$ cat src/rtl/core/shw_pkg.sv
`timescale 1ns / 1ps
`default_nettype none

package shw_pkg;

  // Width of the millisecond time base
  localparam int TIME_BITS = 48;
  // Configuration register width
  localparam int CFG_BITS = 32;
  // Compare width wide enough for both a time difference and a threshold
  localparam int CMP_BITS = TIME_BITS + CFG_BITS;

  // Configuration register indexes
  localparam logic CFG_STALE_THRESHOLD  = 1'b0;
  localparam logic CFG_RECOVERY_TIMEOUT = 1'b1;

  localparam logic [CFG_BITS-1:0] STALE_THRESHOLD_RST  = CFG_BITS'(2000);
  localparam logic [CFG_BITS-1:0] RECOVERY_TIMEOUT_RST = CFG_BITS'(5000);

  typedef enum logic [2:0] {
    OP_SET_MIRRORING  = 3'd0,
    OP_FRAME          = 3'd1,
    OP_LOCKED         = 3'd2,
    OP_RESUMED        = 3'd3,
    OP_DEVICE_PAUSED  = 3'd4,
    OP_DEVICE_RESUMED = 3'd5,
    OP_TICK           = 3'd6,
    OP_REFRESH_FAILED = 3'd7
  } opcode_t;

  typedef enum logic [1:0] {
    ACT_NONE             = 2'd0,
    ACT_REFRESH_RENDERER = 2'd1,
    ACT_RESTART_RECEIVER = 2'd2
  } action_t;

  typedef enum logic [3:0] {
    HLTH_IDLE         = 4'd0,
    HLTH_LOCKED       = 4'd1,
    HLTH_PAUSED       = 4'd2,
    HLTH_RECONNECTING = 4'd3,
    HLTH_RESTORING    = 4'd4,
    HLTH_RESUMING     = 4'd5,
    HLTH_WAITING      = 4'd6,
    HLTH_STALLED      = 4'd7,
    HLTH_LIVE         = 4'd8
  } health_t;

endpackage

`default_nettype wire

$ cat src/rtl/core/stream_health_watchdog.sv
`timescale 1ns / 1ps
`default_nettype none
// An input transfer passes through the input register and then the result register.
// Throughput: one event per cycle unless out_stall holds a valid result; the flag update
// and subtract-compares sit between the registers, and state is written on the same edge.
// Reset (rst_n low, synchronous): all flags and valid bits clear, stale threshold
// returns to 2000 ms and recovery timeout to 5000 ms; stored timestamps are not cleared.
module stream_health_watchdog (
  input  wire                                 clk,
  input  wire                                 rst_n,
  // configuration writes
  input  wire                                 cfg_we,
  input  wire                                 cfg_index,
  input  wire [shw_pkg::CFG_BITS-1:0]         cfg_wdata,
  // event input
  input  wire                                 in_valid,
  output logic                                in_stall,
  input  wire [2:0]                           in_opcode,
  input  wire                                 in_mirroring_on,
  input  wire [shw_pkg::TIME_BITS-1:0]        in_now_ms,
  // result output
  output logic                                out_valid,
  input  wire                                 out_stall,
  output logic [1:0]                          out_action,
  output logic [3:0]                          out_health,
  output logic signed [shw_pkg::TIME_BITS:0]  out_ms_since_frame
);
  import shw_pkg::*;

  // configuration registers
  logic [CFG_BITS-1:0]  stale_thr_r;
  logic [CFG_BITS-1:0]  recov_tmo_r;

  // input register
  logic                 s1_valid_r;
  opcode_t              s1_op_r;
  logic                 s1_mir_r;
  logic [TIME_BITS-1:0] s1_now_r;

  // watchdog state
  logic                 mirroring_r, mirroring_nxt;
  logic                 locked_r, locked_nxt;
  logic                 paused_r, paused_nxt;
  logic                 restoring_r, restoring_nxt;
  logic                 resuming_r, resuming_nxt;
  logic                 restart_r, restart_nxt;
  logic                 frame_seen_r, frame_seen_nxt;
  logic [TIME_BITS-1:0] last_frame_r, last_frame_nxt;
  logic                 resume_pend_r, resume_pend_nxt;
  logic [TIME_BITS-1:0] resume_start_r, resume_start_nxt;

  // result register
  logic                 out_valid_r;
  action_t              action_r, action_nxt;
  health_t              health_r, health_nxt;
  logic [TIME_BITS:0]   since_r, since_nxt;

  logic                 advance;
  logic [TIME_BITS-1:0] frame_diff;
  logic [TIME_BITS-1:0] resume_diff;
  logic                 frame_gt;
  logic                 tmo_hit;

  // move the input register into the result register when the result slot frees up
  assign advance  = !out_valid_r || !out_stall;
  assign in_stall = s1_valid_r && !advance;

  // write configuration
  always_ff @(posedge clk) begin
    if (!rst_n) begin
      stale_thr_r <= STALE_THRESHOLD_RST;
      recov_tmo_r <= RECOVERY_TIMEOUT_RST;
    end else if (cfg_we) begin
      case (cfg_index)
        CFG_STALE_THRESHOLD:  stale_thr_r <= cfg_wdata;
        CFG_RECOVERY_TIMEOUT: recov_tmo_r <= cfg_wdata;
        default:              stale_thr_r <= stale_thr_r;
      endcase
    end
  end

  // capture input transfer
  always_ff @(posedge clk) begin
    if (!rst_n) begin
      s1_valid_r <= 1'b0;
    end else if (!in_stall) begin
      s1_valid_r <= in_valid;
    end
  end

  always_ff @(posedge clk) begin
    if (in_valid && !in_stall) begin
      s1_op_r  <= opcode_t'(in_opcode);
      s1_mir_r <= in_mirroring_on;
      s1_now_r <= in_now_ms;
    end
  end

  // resume timeout check against the stored start time
  assign resume_diff = s1_now_r - resume_start_r;
  assign tmo_hit     = (s1_now_r >= resume_start_r) &&
                       (CMP_BITS'(resume_diff) >= CMP_BITS'(recov_tmo_r));

  // apply the event to the flags
  always_comb begin
    mirroring_nxt    = mirroring_r;
    locked_nxt       = locked_r;
    paused_nxt       = paused_r;
    restoring_nxt    = restoring_r;
    resuming_nxt     = resuming_r;
    restart_nxt      = restart_r;
    frame_seen_nxt   = frame_seen_r;
    last_frame_nxt   = last_frame_r;
    resume_pend_nxt  = resume_pend_r;
    resume_start_nxt = resume_start_r;
    action_nxt       = ACT_NONE;
    case (s1_op_r)
      OP_SET_MIRRORING: begin
        if (s1_mir_r != mirroring_r) begin
          mirroring_nxt   = s1_mir_r;
          locked_nxt      = 1'b0;
          paused_nxt      = 1'b0;
          restoring_nxt   = 1'b0;
          resuming_nxt    = 1'b0;
          restart_nxt     = 1'b0;
          frame_seen_nxt  = 1'b0;
          resume_pend_nxt = 1'b0;
        end
      end
      OP_FRAME: begin
        if (mirroring_r) begin
          last_frame_nxt = s1_now_r;
          frame_seen_nxt = 1'b1;
          // a frame ends a recovery that is not blocked
          if (!locked_r && !paused_r && (restoring_r || resuming_r) && !restart_r) begin
            restoring_nxt   = 1'b0;
            resuming_nxt    = 1'b0;
            resume_pend_nxt = 1'b0;
          end
        end
      end
      OP_LOCKED: begin
        if (mirroring_r) begin
          locked_nxt      = 1'b1;
          restoring_nxt   = 1'b0;
          restart_nxt     = 1'b0;
          resume_pend_nxt = 1'b0;
        end
      end
      OP_RESUMED: begin
        locked_nxt = 1'b0;
        if (mirroring_r && !restoring_r && !restart_r) begin
          restoring_nxt    = 1'b1;
          resume_start_nxt = s1_now_r;
          resume_pend_nxt  = 1'b1;
          action_nxt       = ACT_REFRESH_RENDERER;
        end
      end
      OP_DEVICE_PAUSED: begin
        if (mirroring_r) begin
          paused_nxt      = 1'b1;
          resuming_nxt    = 1'b0;
          restart_nxt     = 1'b0;
          resume_pend_nxt = 1'b0;
        end
      end
      OP_DEVICE_RESUMED: begin
        if (mirroring_r) begin
          paused_nxt       = 1'b0;
          resuming_nxt     = 1'b1;
          restart_nxt      = 1'b0;
          resume_start_nxt = s1_now_r;
          resume_pend_nxt  = 1'b1;
        end
      end
      OP_TICK: begin
        if (mirroring_r && !paused_r && (restoring_r || resuming_r) && !restart_r &&
            resume_pend_r && tmo_hit) begin
          restoring_nxt = 1'b0;
          resuming_nxt  = 1'b0;
          restart_nxt   = 1'b1;
          action_nxt    = ACT_RESTART_RECEIVER;
        end
      end
      OP_REFRESH_FAILED: begin
        if (mirroring_r) begin
          restoring_nxt = 1'b0;
          restart_nxt   = 1'b1;
        end
      end
      default: begin
        action_nxt = ACT_NONE;
      end
    endcase
  end

  // time since the last frame, after the update
  assign frame_diff = s1_now_r - last_frame_nxt;
  assign frame_gt   = s1_now_r > last_frame_nxt;

  always_comb begin
    if (!frame_seen_nxt) begin
      since_nxt = '1;
    end else if (frame_gt) begin
      since_nxt = {1'b0, frame_diff};
    end else begin
      since_nxt = '0;
    end
  end

  // classify health from the updated flags
  always_comb begin
    if (!mirroring_nxt) begin
      health_nxt = HLTH_IDLE;
    end else if (locked_nxt) begin
      health_nxt = HLTH_LOCKED;
    end else if (paused_nxt) begin
      health_nxt = HLTH_PAUSED;
    end else if (restart_nxt) begin
      health_nxt = HLTH_RECONNECTING;
    end else if (restoring_nxt) begin
      health_nxt = HLTH_RESTORING;
    end else if (resuming_nxt) begin
      health_nxt = HLTH_RESUMING;
    end else if (!frame_seen_nxt) begin
      health_nxt = HLTH_WAITING;
    end else if (frame_gt && (CMP_BITS'(frame_diff) > CMP_BITS'(stale_thr_r))) begin
      health_nxt = HLTH_STALLED;
    end else begin
      health_nxt = HLTH_LIVE;
    end
  end

  // commit state on each processed event
  always_ff @(posedge clk) begin
    if (!rst_n) begin
      mirroring_r   <= 1'b0;
      locked_r      <= 1'b0;
      paused_r      <= 1'b0;
      restoring_r   <= 1'b0;
      resuming_r    <= 1'b0;
      restart_r     <= 1'b0;
      frame_seen_r  <= 1'b0;
      resume_pend_r <= 1'b0;
    end else if (s1_valid_r && advance) begin
      mirroring_r   <= mirroring_nxt;
      locked_r      <= locked_nxt;
      paused_r      <= paused_nxt;
      restoring_r   <= restoring_nxt;
      resuming_r    <= resuming_nxt;
      restart_r     <= restart_nxt;
      frame_seen_r  <= frame_seen_nxt;
      resume_pend_r <= resume_pend_nxt;
    end
  end

  // hold timestamps and result payload
  always_ff @(posedge clk) begin
    if (s1_valid_r && advance) begin
      last_frame_r   <= last_frame_nxt;
      resume_start_r <= resume_start_nxt;
      action_r       <= action_nxt;
      health_r       <= health_nxt;
      since_r        <= since_nxt;
    end
  end

  // result valid: load on advance, drop once transferred
  always_ff @(posedge clk) begin
    if (!rst_n) begin
      out_valid_r <= 1'b0;
    end else if (advance) begin
      out_valid_r <= s1_valid_r;
    end
  end

  assign out_valid          = out_valid_r;
  assign out_action         = action_r;
  assign out_health         = health_r;
  assign out_ms_since_frame = since_r;

endmodule

`default_nettype wire
$ cat config.mk
export PLATFORM = sky130hd
export DESIGN_NAME = stream_health_watchdog
export DESIGN_NICKNAME = d
export VERILOG_FILES = /design/src/rtl/core/shw_pkg.sv /design/src/rtl/core/stream_health_watchdog.sv
export SDC_FILE = /design/constraint.sdc
export NUM_CORES = 1
export LEC_CHECK = 0
export ABC_AREA = 1
export ABC_CLOCK_PERIOD_IN_PS = 7000
export BUFFER_PORTS_ARGS = -buffer_cell sky130_fd_sc_hd__buf_2
export CORE_ASPECT_RATIO = 1.2
export CORE_UTILIZATION = 45
export CTS_CLUSTER_SIZE = 14
export DETAILED_ROUTE_END_ITERATION = 10
export HOLD_SLACK_MARGIN = 0.05
export SLEW_MARGIN = 15
export SYNTH_ARGS = -nofsm -noshare
export SYNTH_HDL_FRONTEND = slang
export SYNTH_SLANG_ARGS = --single-unit
$ cat constraint.sdc
create_clock -name clk -period 7 [get_ports clk]
set_input_delay 1.4 -clock clk [delete_from_list [all_inputs] [get_ports clk]]
set_output_delay 1.4 -clock clk [all_outputs]
set_load 0.005 [all_outputs]
## Word-level counts from Yosys, hierarchy flattened

Index checks and enable logic that the tools add are counted.

| storage, ports and cells | value |
|---|---|
| bits in registers | 277 |
| bits of input ports | 90 |
| output and inout port bits | 57 |
| logic and storage cells | 138 |

| cells by class | value |
|---|---|
| add/subtract/negate cells | 2 |
| order comparisons | 4 |
| eq/ne operators | 14 |
| muxes and demuxes | 54 |
| bitwise logic cells | 3 |
| reduce and logical (&&, ||, !) cells | 38 |

Operators with widths:

| kind | count |
|---|---|
| $mux W48 | 5 |
| $pmux W48 S2 | 1 |
| $sub A48 B48 Y48 | 2 |
| $ge A48 B32 Y1 | 1 |
| $ge A48 B48 Y1 | 1 |
| $gt A48 B32 Y1 | 1 |
| $gt A48 B48 Y1 | 1 |
| $mux W1 | 33 |
| $logic_and A1 B1 Y1 | 15 |
| $pmux W1 S5 | 3 |
| $eq A3 B3 Y1 const B | 4 |
| $ne A2 B2 Y1 const B | 5 |
| $mux W3 | 3 |
| $logic_not A1 Y1 | 8 |
| $reduce_and A8 Y1 | 1 |
| $reduce_or A7 Y1 | 1 |
| $eq A3 B2 Y1 const B | 2 |
| $mux W2 | 3 |
| $pmux W1 S3 | 2 |
| $reduce_or A2 Y1 | 3 |
| $reduce_bool A5 Y1 | 1 |
| $mux W4 | 1 |
| $pmux W1 S4 | 1 |
| $pmux W2 S2 | 1 |
| other kinds (12) | 16 |

## Longest topological paths before layout

Gate-level depths: netlist of run 1.

| logic depth | value |
|---|---|
| depth in word-level cells | 13 |
| gate-level depth with buffers | 41 |

## Worst setup path before layout of run 1

OpenSTA, ideal clock, no wires.

| timing | value |
|---|---|
| kind | input to register |
| start | input out_stall |
| end | register restart_r |
| arrival time | 5.452 ns |
| required time | 6.881 ns |
| setup slack | 1.429 ns |
| cell stages on the path | 7 |
| buffers on the path | 1 |
| cells stage by stage | nand2_1 inv_1 nor2_1 clkbuf_1 inv_1 o21ai_0 inv_1 |

| between the ends | value |
|---|---|
| word-level cells in the longest chain between the ends | 3 |

Ends and longest elaborated chain:

| what | line | RTL |
|---|---|---|
| start: declaration | stream_health_watchdog.sv:23 | `input wire out_stall,` |
| $logic_not A1 Y1 | stream_health_watchdog.sv:65 | `assign advance = !out_valid_r \|\| !out_stall;` |
| $logic_or A1 B1 Y1 | stream_health_watchdog.sv:65 |  |
| $logic_and A1 B1 Y1 | stream_health_watchdog.sv:245 | `end else if (s1_valid_r && advance) begin` |
| end signal: assignment | stream_health_watchdog.sv:251 | `restart_r <= restart_nxt;` |
| end: declaration | stream_health_watchdog.sv:46 | `logic restart_r, restart_nxt;` |

No other way between the ends.
A chain may end at the register's enable or synchronous reset.

## Worst setup path after layout of run 1

| timing | value |
|---|---|
| start | register s1_op_r[0] |
| end | register health_r[0], in the netlist out_health[0], data pin |

| between the ends | value |
|---|---|
| word-level cells in the longest chain between the ends | 12 |
| elaborated cells on any way between the ends | 29 |
| classes of those cells | add/sub: 1; order compare: 2; eq/ne: 7; mux: 15; reduce/logical: 4 |

Ends and longest elaborated chain:

| what | line | RTL |
|---|---|---|
| start: declaration | stream_health_watchdog.sv:36 | `opcode_t s1_op_r;` |
| start signal: assignment | stream_health_watchdog.sv:93 | `s1_op_r <= opcode_t'(in_opcode);` |
| $eq A3 B1 Y1 (*) | stream_health_watchdog.sv:117 | `case (s1_op_r)` |
| $mux W48 (*) | stream_health_watchdog.sv:117 |  |
| net last_frame_nxt[0] | stream_health_watchdog.sv:48 | `logic [TIME_BITS-1:0] last_frame_r, last_frame_nxt;` |
| $sub A48 B48 Y48 | stream_health_watchdog.sv:198 | `assign frame_diff = s1_now_r - last_frame_nxt;` |
| $gt A48 B32 Y1 | stream_health_watchdog.sv:227 | `end else if (frame_gt && (CMP_BITS'(frame_diff) > CMP_BITS'(stale_thr_r))) begin` |
| $logic_and A1 B1 Y1 (*) | stream_health_watchdog.sv:227 |  |
| $mux W4 (*) | stream_health_watchdog.sv:227 |  |
| $mux W3 (*) | stream_health_watchdog.sv:225 | `end else if (!frame_seen_nxt) begin` |
| $mux W3 (*) | stream_health_watchdog.sv:223 | `end else if (resuming_nxt) begin` |
| $mux W3 (*) | stream_health_watchdog.sv:221 | `end else if (restoring_nxt) begin` |
| $mux W2 (*) | stream_health_watchdog.sv:219 | `end else if (restart_nxt) begin` |
| $mux W2 (*) | stream_health_watchdog.sv:217 | `end else if (paused_nxt) begin` |
| $mux W1 (*) | stream_health_watchdog.sv:215 | `end else if (locked_nxt) begin` |
| end signal: assignment | stream_health_watchdog.sv:263 | `health_r <= health_nxt;` |
| end: declaration | stream_health_watchdog.sv:55 | `health_t health_r, health_nxt;` |

Mark *: on every way through the listed nets, which the timed path passes. The rest lies on a longest branch.

==> results of run 1 <==
## metal layers
layer	up-vias	part of all wire	GRT usage
met5	-	0	0
met4	0	0.040	0.1078
met3	104	0.050	0.03390
met2	445	0.47	0.4981
met1	8162	0.44	0.3780
li1	8834	-	-
## metrics by stage
step	instance area, sq um	power (mW)	util
2_1_floorplan	19610	2.653	-
3_3_place_gp	21040	3.032	0.4906
3_5_place_dp	21040	3.041	0.4906
4_1_cts	22070	4.733	0.5146
5_1_grt	22120	4.924	0.5158
6_report	22120	4.701	0.5158
## Yosys cell counts, types with 9 or more instances
library cell / n / area, sq um
inv_1: 496 / 1862
nand2_1: 738 / 2770
nor2_2: 26 / 162.7
o21ai_0: 131 / 655.6
nand3b_1: 9 / 67.56
ha_1: 160 / 2002
nand3_1: 87 / 435.4
nand4_1: 25 / 156.4
clkbuf_1: 29 / 108.9
dfxtp_1: 74 / 1481
a21oi_1: 192 / 960.9
xor2_1: 40 / 350.3
mux2i_1: 32 / 320.3
inv_2: 24 / 90.09
edfxtp_1: 203 / 6096
nor3_1: 19 / 95.09
nor2_4: 10 / 112.6
a31oi_1: 10 / 62.56
nor2_1: 204 / 765.7
nand2_2: 21 / 131.4
o211ai_1: 14 / 105.1
xnor2_1: 24 / 210.2
o21bai_1: 20 / 150.1
## worst max-delay path by stage
stage	from	to	slack (ns)	cells past startpoint
3_5_place_dp	s1_op_r[0]	out_health[0]	0.47	33
5_1_grt	s1_op_r[0]	out_health[0]	0.07	34
6_report	s1_op_r[0]	out_health[0]	0.65	39
2_1_floorplan	out_stall	restart_r	1.43	7
4_1_cts	s1_op_r[0]	out_health[0]	0.43	33
3_3_place_gp	s1_op_r[0]	out_health[0]	0.65	36
## cells in the final DEF (no fill, tap or decap), types with 7 or more instances in the layout
cell | netlist | final
a21oi_1 | 192 | 191
a31oi_1 | 10 | 10
buf_2 | 7 | 146
buf_4 | 0 | 20
clkbuf_16 | 0 | 30
clkinv_2 | 0 | 7
dfxtp_1 | 74 | 74
edfxtp_1 | 203 | 203
ha_1 | 160 | 160
inv_1 | 496 | 495
inv_2 | 24 | 25
mux2i_1 | 32 | 32
nand2_1 | 738 | 738
nand2_2 | 21 | 21
nand3_1 | 87 | 87
nand3b_1 | 9 | 9
nand4_1 | 25 | 25
nor2_1 | 204 | 202
nor2_2 | 26 | 27
nor2_4 | 10 | 12
nor3_1 | 19 | 19
nor4_1 | 8 | 8
o211ai_1 | 14 | 14
o21a_1 | 7 | 7
o21ai_0 | 131 | 131
o21bai_1 | 20 | 20
xnor2_1 | 24 | 24
xor2_1 | 40 | 40
## report_power, final
part	leakage, nW	internal [mW]	total [mW]	switching [mW]
clock	0.496	0.972	1.68	0.709
combinational	7.54	0.363	1.12	0.752
sequential	2.47	1.85	1.91	0.0526
## critical path, delay by kind of cell (launching register included)
| kind | cells | cell delay (ns) |
|---|---|---|
| AO/OA/AOI/OAI | 4 | 0.57 |
| XOR/XNOR | 1 | 0.15 |
| adder cells (fa/ha/maj) | 3 | 0.99 |
| buffers and inverters | 7 | 1.10 |
| flip-flops | 1 | 0.48 |
| AND/OR/NAND/NOR | 24 | 2.77 |
## sequential cells by signal (all words and copies together), names as in the netlist
signal and flops:
s1_op_r 3, last_frame_r 48, out_health 4, resume_start_r 48, paused_r 1, locked_r 1
out_ms_since_frame 49, s1_now_r 48, out_action 2, s1_mir_r 1, recov_tmo_r 32, resuming_r 1
s1_valid_r 1, restart_r 1, out_valid 1, mirroring_r 1, resume_pend_r 1, stale_thr_r 32
frame_seen_r 1, restoring_r 1
## area by class of cell
cell class / count / area [sq um] / share of cell area
clock buffers: 32 / 758.2 / 0.03428
clock inverters: 24 / 272.8 / 0.01233
inverters: 520 / 1952 / 0.08824
multi-input cells: 1815 / 9970 / 0.4507
flip-flops and latches: 277 / 7577 / 0.3425
well taps: 552 / 690.7 / 0.03122
repair buffers: 167 / 900.9 / 0.04072
## cells by family (layout without fill, tap and decap cells)
family / Yosys count / after routing / synth area share
DFF: 277 / 277 / 0.3863
buffers and inverters: 557 / 743 / 0.1070
adders and majority gates: 162 / 162 / 0.1041
xor gates and xnor gates: 64 / 64 / 0.02858
AOI/OAI and AO/OA: 391 / 391 / 0.1080
and+or+nand+nor: 1165 / 1166 / 0.2496
muxes: 32 / 32 / 0.01633
==> summary.txt, run 1 <==
Pwr
  – Pwr Density: 212.5 mW/mm^2
  – Maximum vdd drop: 205.1 uV
  – Leakage power figure: 10.50 nW

Setup path
  – Crit end category: flop
  – Max stage delay cell, worst path: edfxtp_1
  – Max stage delay on crit path: 0.48 ns
  – Most common cell on crit path: nand2_1
  – Crit Path Class: reg -> reg
  – Setup crit start kind: flop
  – R2r setup slk: 0.65 ns
  – Arr. time, crit path: 6.66 ns
  – R2r endpoint: out_health[0]
  – Crit Path Max Fanout: 13
  – Reg2Reg Launch Point: s1_op_r[0]
  – R2R depth: 39
  – Worst EP required: 7.31 ns

Clock tree
  – Htree depth: 1
  – Reg clk slew, reported paths: 0.06 ns
  – Clock Path Buffers: 3
  – CTS tree: done
  – Hold buffers post-CTS: 0
  – Clk sink count: 277
  – Clock Latency Late Sink: 0.60 ns
  – CTS Buf Count: 30
  – CTS resizes: 0
  – Post-CTS setup buffers: 0
  – Clk root buf: clkbuf_16

Floorplanning
  – Initial Util: 0.4573
  – Core ar.: 0.04289 sq mm
  – I/O pin total: 147
  – Die area: 0.04443 sq mm
  – Chip height: 230.7 um
  – Die width: 192.6 um
  – FP Rows: 83

Yosys
  – Post-Synthesis Cells: 2648
  – Synth Flop Type: edfxtp_1
  – Sequential area share after synthesis: 0.3863
  – Register bit total from synthesis: 277
  – Post-synthesis async set-or-reset flop share: 0
  – Syn Nets: 2900
  – Ys Warns: 0
  – Synth Area per Inst: 7.407 sq um
  – Synth Cell Area: 0.01961 sq mm
  – Post-synth EDFFs: 203
  – Unique cell type count in the Yosys netlist: 47

STA
  – Hold slack: 0.4642 ns
  – Final Skew: 0.02806 ns
  – RSZ-0062 raised after global routing: false
  – Period utilization: 0.9068
  – Setup Viol. Count Final: 0
  – Fin Setup TNS: 0 ns
  – Final hold vios: 0
  – Final Max Slew Viols: 0
  – Max-slew headroom: 0.3926
  – Setup WS post-layout: 0.6523 ns
  – FMAX: 0.1575 GHz
  – Tmin final: 6.348 ns
  – Actual slew at the worst max-slew pin: 0.9111 ns

Job
  – MaxCap Viol Count: 0

Route
  – Initial DRT Pass Iterations: 8
  – Routed vias/inst: 5.180
  – Initial DRC count: 960
  – Final ANT Viol Nets: 0
  – Residual DRC count: 7
  – Routed WL: 65710 um
  – Vias: 17.55k
  – Routed wire per std cell: 19.40 um

Placement
  – Place WS: 0.4727 ns
  – DP Wirelength: 53850 um
  – Port buffer count: 146
  – Final Wtd Congestion: 0.9616
  – # placed instances: 3326

Cells and area
  – Fillers: 4258
  – Ant. Diodes: 0
  – Final Net Count: 3063
  – Layout cells sized above 1: 0.1104
  – Area Growth Syn to Fin: 12.78%
  – Finished Layout Cells: 3387

Status
  – Status: finished, violations left
  – Violated checks: design-rule violations

Min path
  – Hold Path Class: reg -> reg
  – Hold endpoint: resume_start_r[0]
  – Hold path startpoint: s1_now_r[0]
  – Hold path cells: 0

GRT
  – GRT Resource Usage Total: 0.2928
  – Number of global-route vias before repair: 17.13k
  – First-pass GRT wire length: 97380 um
  – Overflow left after global routing: 0
  – Initial antenna violation count: 0
  – Largest net degree at the start of global routing: 76
Note: power is estimated with default switching activity, not from simulation.
==> run 2, diff against run 1 <==
--- a/config.mk
+++ b/config.mk
@@ -6,7 +6,7 @@
 export NUM_CORES = 1
 export LEC_CHECK = 0
 export ABC_AREA = 1
-export ABC_CLOCK_PERIOD_IN_PS = 7000
+export ABC_CLOCK_PERIOD_IN_PS = 6680
 export BUFFER_PORTS_ARGS = -buffer_cell sky130_fd_sc_hd__buf_2
 export CORE_ASPECT_RATIO = 1.2
 export CORE_UTILIZATION = 45
==> constraint.sdc (replaced) <==
create_clock -name clk -period 6.68 [get_ports clk]
set_input_delay 0 -clock clk [delete_from_list [all_inputs] [get_ports clk]]
set_output_delay 0 -clock clk [all_outputs]
set_load 0.005 [all_outputs]
==> summary.txt, run 2 (synthesis results as in run 1) <==
Status
  – Status: finished, violations left
  – Violated checks: design-rule violations

GRT
  – Number of global-route vias before repair: 18.08k
  – GRT Resource Usage Total: 0.2953
  – Largest net degree at the start of global routing: 74
  – First-pass GRT wire length: 99430 um
  – Met1 usage: 0.3819
  – Gr busiest metal: met2
  – GRT met3 Usage: 0.03907
  – Met2 Use GR: 0.4940
  – Initial antenna violation count: 2
  – Overflow left after global routing: 0

Pwr
  – Switching Fraction: 0.3085
  – Pwr Total: 5.064 mW
  – Maximum vdd drop: 180.3 uV
  – Clock power frac: 0.367
  – Comb pwr share: 0.238
  – Pwr Density: 218.5 mW/mm^2
  – Leakage power figure: 10.93 nW
  – Switching power: 1.562 mW
  – Pint: 3.502 mW
  – Sequential Power Share: 0.394

STA
  – Final Max Slew Viols: 0
  – Final hold vios: 0
  – Tmin final: 5.963 ns
  – FMAX: 0.1677 GHz
  – RSZ-0062 raised after global routing: false
  – Fin Setup TNS: 0 ns
  – Setup Viol. Count Final: 0
  – Actual slew at the worst max-slew pin: 0.8877 ns
  – Final Skew: 0.02724 ns
  – Max-slew headroom: 0.4082
  – Period utilization: 0.8927

Setup path
  – Max stage delay on crit path: 0.49 ns
  – Worst EP required: 7.00 ns
  – Most common cell on crit path: inv_1
  – Crit Path Class: reg -> reg
  – Crit path from: s1_op_r[0]
  – Crit end category: flop
  – Crit Path Max Fanout: 6
  – Max stage delay cell, worst path: fa_1
  – Arr. time, crit path: 6.28 ns
  – Reg2Reg Launch Point: s1_op_r[0]
  – Setup crit start kind: flop

Clock tree
  – Clock Latency Late Sink: 0.59 ns
  – Clk root buf: clkbuf_16
  – Clk sink count: 277
  – Htree depth: 1
  – Reg clk slew, reported paths: 0.06 ns
  – Clock Path Buffers: 3
  – CTS tree: done
  – CTS Buf Count: 30

Floorplanning
  – FP Rows: 83
  – I/O pin total: 147
  – Die area: 0.04443 sq mm
  – Chip height: 230.7 um
  – Core ar.: 0.04289 sq mm
  – Initial Util: 0.4573
  – Die width: 192.6 um

Min path
  – Hold Path Class: in -> reg
  – Hold path startpoint: rst_n

Route
  – Initial DRT Pass Iterations: 8
  – Final ANT Viol Nets: 0
  – Vias: 18.17k
  – Initial DRC count: 1122
  – Residual DRC count: 16
  – Routed wire per std cell: 18.65 um
  – Routed WL: 65040 um
  – Routed vias/inst: 5.210

Cells and area
  – Finished Layout Cells: 3487
  – Layout cells sized above 1: 0.1068
  – Largest register FFs: 49
  – Commonest non-fill, non-tap cell in the layout: nand2_1
  – Final Net Count: 3158
  – Area Growth Syn to Fin: 18.18%
  – Commonest non-fill, non-tap cells in the layout: nand2_1 (738), inv_1 (495), edfxtp_1 (203)

Job
  – MaxCap Viol Count: 0

Placement
  – Final Wtd Congestion: 0.9844
  – Port buffer count: 146
  – # placed instances: 3325
  – DP Wirelength: 51610 um
run 2: layout make-up:
class | count | area (sq um)
Fill cell | 4202 | 19710
Sequential cell | 277 | 7577
Inverter | 520 | 1952
Multi-Input combinational cell | 1814 | 9975
Clock inverter | 19 | 287.8
Clock buffer | 37 | 818.3
Timing Repair Buffer | 263 | 1867
Antenna cell | 5 | 12.51
Tap cell | 552 | 690.7
run 2: metrics by stage:
stage / area, sq um / setup WS (ns) / hold WS [ns] / util
floorplan: 19610 / 1.567 / 0.09887 / -
global placement: 21030 / 0.2645 / 0.1763 / 0.4904
detailed placement: 21030 / 0.3914 / 0.1781 / 0.4904
CTS: 23120 / 0.3699 / 0.05877 / 0.5391
global route: 23170 / 0.05564 / 0.1032 / 0.5403
finish: 23180 / 0.7170 / 0.1027 / 0.5404
run 2: power by group through the flow:
| stage | logic (mW) | clock network (mW) | registers (mW) |
|---|---|---|---|
| 2_1_floorplan | 0.768 | 0 | 2.01 |
| 3_3_place_gp | 1.13 | 0 | 2.03 |
| 3_5_place_dp | 1.14 | 0 | 2.03 |
| 4_1_cts | 1.19 | 1.90 | 2.00 |
| 5_1_grt | 1.35 | 1.96 | 2.00 |
| 6_report | 1.21 | 1.86 | 2.00 |
run 2: repair_timing:
item	CTS	global route
setup endpoints to repair	0	4
hold buffers	98	0
gates resized for setup	0	3
hold endpoints to repair	118	0
setup buffers	0	3
run 2: final timing paths:
| check | endpoint | slack (ns) | depth (start not counted) |
|---|---|---|---|
| worst max register to register | out_health[0] | 0.72 | 36 |
| worst min register to register | recov_tmo_r[5] | 0.46 | 2 |
| worst min-delay path | recov_tmo_r[7] | 0.10 | 3 |
| worst max-delay path | out_health[0] | 0.72 | 36 |
run 2: metal layers:
| layer | part of all wire | vias up |
|---|---|---|
| met1 | 0.44 | 8437 |
| met4 | 0.038 | 0 |
| met3 | 0.048 | 142 |
| met2 | 0.47 | 548 |
| met5 | 0 | - |
| li1 | - | 9042 |
run 2: worst max-delay path, delay by kind of cell, from the launching register on:
kind / cells / cell delay [ns]
compound gates: 5 / 0.62
xor+xnor: 1 / 0.21
fa+ha+maj: 3 / 1.03
buf+inv: 7 / 0.80
flops: 1 / 0.44
simple gates: 20 / 2.58
==> run 3, diff against run 2 <==
--- a/config.mk
+++ b/config.mk
@@ -9,9 +9,11 @@
 export ABC_CLOCK_PERIOD_IN_PS = 6680
 export BUFFER_PORTS_ARGS = -buffer_cell sky130_fd_sc_hd__buf_2
 export CORE_ASPECT_RATIO = 1.2
+export CORE_MARGIN = 4
 export CORE_UTILIZATION = 45
 export CTS_CLUSTER_SIZE = 14
 export DETAILED_ROUTE_END_ITERATION = 10
+export GPL_TIMING_DRIVEN = 0
 export HOLD_SLACK_MARGIN = 0.05
 export SLEW_MARGIN = 15
 export SYNTH_ARGS = -nofsm -noshare
==> summary.txt, run 3 (synthesis results as in run 1) <==
Status
  – Status: completed

Min path
  – Hold endpoint: s1_op_r[1]
  – Hold path cells: 2
  – Hold Path Class: in -> reg
  – Hold path startpoint: in_opcode[1]

Placement
  – Port buffer count: 145
  – DP Area: 0.02113 sq mm
  – Final Wtd Congestion: 0.9299
  – Place WS: -1.045 ns
  – DP Wirelength: 54810 um
  – # placed instances: 3348

STA
  – Period utilization: 0.9199
  – Setup Viol. Count Final: 0
  – Actual slew at the worst max-slew pin: 0.8357 ns
  – Hold slack: 0.1272 ns
  – Final Skew: 0.01164 ns
  – FMAX: 0.1627 GHz
  – Final hold vios: 0
  – RSZ-0062 raised after global routing: false
  – Max-slew headroom: 0.4428
  – Final Max Slew Viols: 0
  – Setup WS post-layout: 0.5352 ns
  – Tmin final: 6.145 ns

Setup path
  – Max stage delay cell, worst path: edfxtp_1
  – Worst EP required: 7.00 ns
  – Crit path from: s1_op_r[0]
  – Crit end category: flop
  – R2r endpoint: out_health[0]
  – Arr. time, crit path: 6.47 ns
  – Reg2Reg Launch Point: s1_op_r[0]
  – R2R depth: 37
  – Crit Path Max Fanout: 10
  – R2r setup slk: 0.54 ns
  – Crit Path Class: reg -> reg
  – Setup crit start kind: flop
  – Max stage delay on crit path: 0.44 ns

Clock tree
  – Clock Latency Late Sink: 0.58 ns
  – CTS Buf Count: 31
  – Clk root buf: clkbuf_16
  – Htree depth: 1
  – CTS tree: done
  – Clock Path Buffers: 3
  – Reg clk slew, reported paths: 0.06 ns
  – Clk sink count: 277

Cells and area
  – Layout cells sized above 1: 0.1092
  – Commonest non-fill, non-tap cells in the layout: nand2_1 (736), inv_1 (495), nor2_1 (203), edfxtp_1 (203), a21oi_1 (187)
  – Largest register FFs: 49
  – Final Net Count: 3176
  – Commonest non-fill, non-tap cell in the layout: nand2_1
  – Ant. Diodes: 0
  – Finished Layout Cells: 3500
  – Final core occ: 0.5406
  – Cell area after layout: 0.02324 sq mm
  – Area Growth Syn to Fin: 18.51%

Floorplanning
  – Die width: 198.6 um
  – FP Rows: 83
  – Chip height: 236.7 um
  – Initial Util: 0.4562
  – I/O pin total: 147
  – Die area: 0.04700 sq mm
  – Core ar.: 0.04299 sq mm

GRT
  – Largest net degree at the start of global routing: 59
  – GRT Resource Usage Total: 0.2797
  – Overflow left after global routing: 0
  – Number of global-route vias before repair: 18.09k
  – Initial antenna violation count: 0
  – First-pass GRT wire length: 101500 um

Route
  – Routed wire per std cell: 19.04 um
  – Initial DRC count: 1057
  – Initial DRT Pass Iterations: 5
  – Routed WL: 66630 um
  – Routed vias/inst: 5.153
  – Vias: 18.03k
  – Residual DRC count: 0
  – Final ANT Viol Nets: 0

Job
  – MaxCap Viol Count: 0

Pwr
  – Leakage power figure: 10.95 nW
  – Pwr Density: 214.5 mW/mm^2
  – Maximum vdd drop: 207.5 uV
-- run 3: cell types whose count changed in the layout (fill, tap and decap cells not counted), moves of 5 or more --
cell           before  now
clkbuf_1            4   34
bufinv_16           7    2
buf_4              18    4
buf_2             146  151
dlygate4sd3_1      98   92
diode_2             5    0
-- run 3: worst max-delay path by stage --
stage | end | slack [ns] | cells after the start
global route | out_health[0] | 0.01 | 37
floorplan | out_health[0] | 1.57 | 38
CTS | out_health[0] | 0.09 | 38
finish | out_health[0] | 0.54 | 37
detailed placement | out_health[0] | -1.04 | 38
global placement | out_health[0] | -1.06 | 38
-- run 3: layer usage --
layer / global-route usage / part of all wire
met1: 0.3648 / 0.43
met5: 0 / 0
met3: 0.03316 / 0.048
met4: 0.09225 / 0.038
met2: 0.4819 / 0.48
-- run 3: report_power, final --
group / total (mW) / switching (mW) / internal (mW)
logic: 1.22 / 0.792 / 0.426
clock network: 1.77 / 0.732 / 1.04
registers: 2.00 / 0.0577 / 1.94
total: 4.99 / 1.58 / 3.40
-- run 3: per-stage QoR --
step	total power, mW	TNS, ns
global placement	3.161	-3.733
CTS	4.986	0
finish	4.985	0
global route	5.233	0
detailed placement	3.176	-3.679
floorplan	2.780	0
-- run 3: critical path: cells and delay by family (launching register included) --
kind	cells	cell delay, ns
buffers and inverters	8	1.13
XOR/XNOR	1	0.21
AO/OA/AOI/OAI	5	0.63
adder cells (fa/ha/maj)	3	0.96
flip-flops	1	0.44
AND/OR/NAND/NOR	20	2.49
-- run 3: cell type report --
type / instances / area, sq um
Sequential cell: 277 / 7577
Timing Repair Buffer: 243 / 1752
Clock inverter: 11 / 120.1
Multi-Input combinational cell: 1814 / 10050
Tap cell: 552 / 690.7
Clock buffer: 46 / 925.9
Fill cell: 4224 / 19750
Buffer: 37 / 176.4
Inverter: 520 / 1954
-- run 3: repair_timing --
action,4_1_cts,5_1_grt
setup buffers,0,3
endpoints found under the setup margin,4,4
resized for setup,15,23
hold endpoints to repair,122,0
pin swaps,0,1
hold buffers,92,0
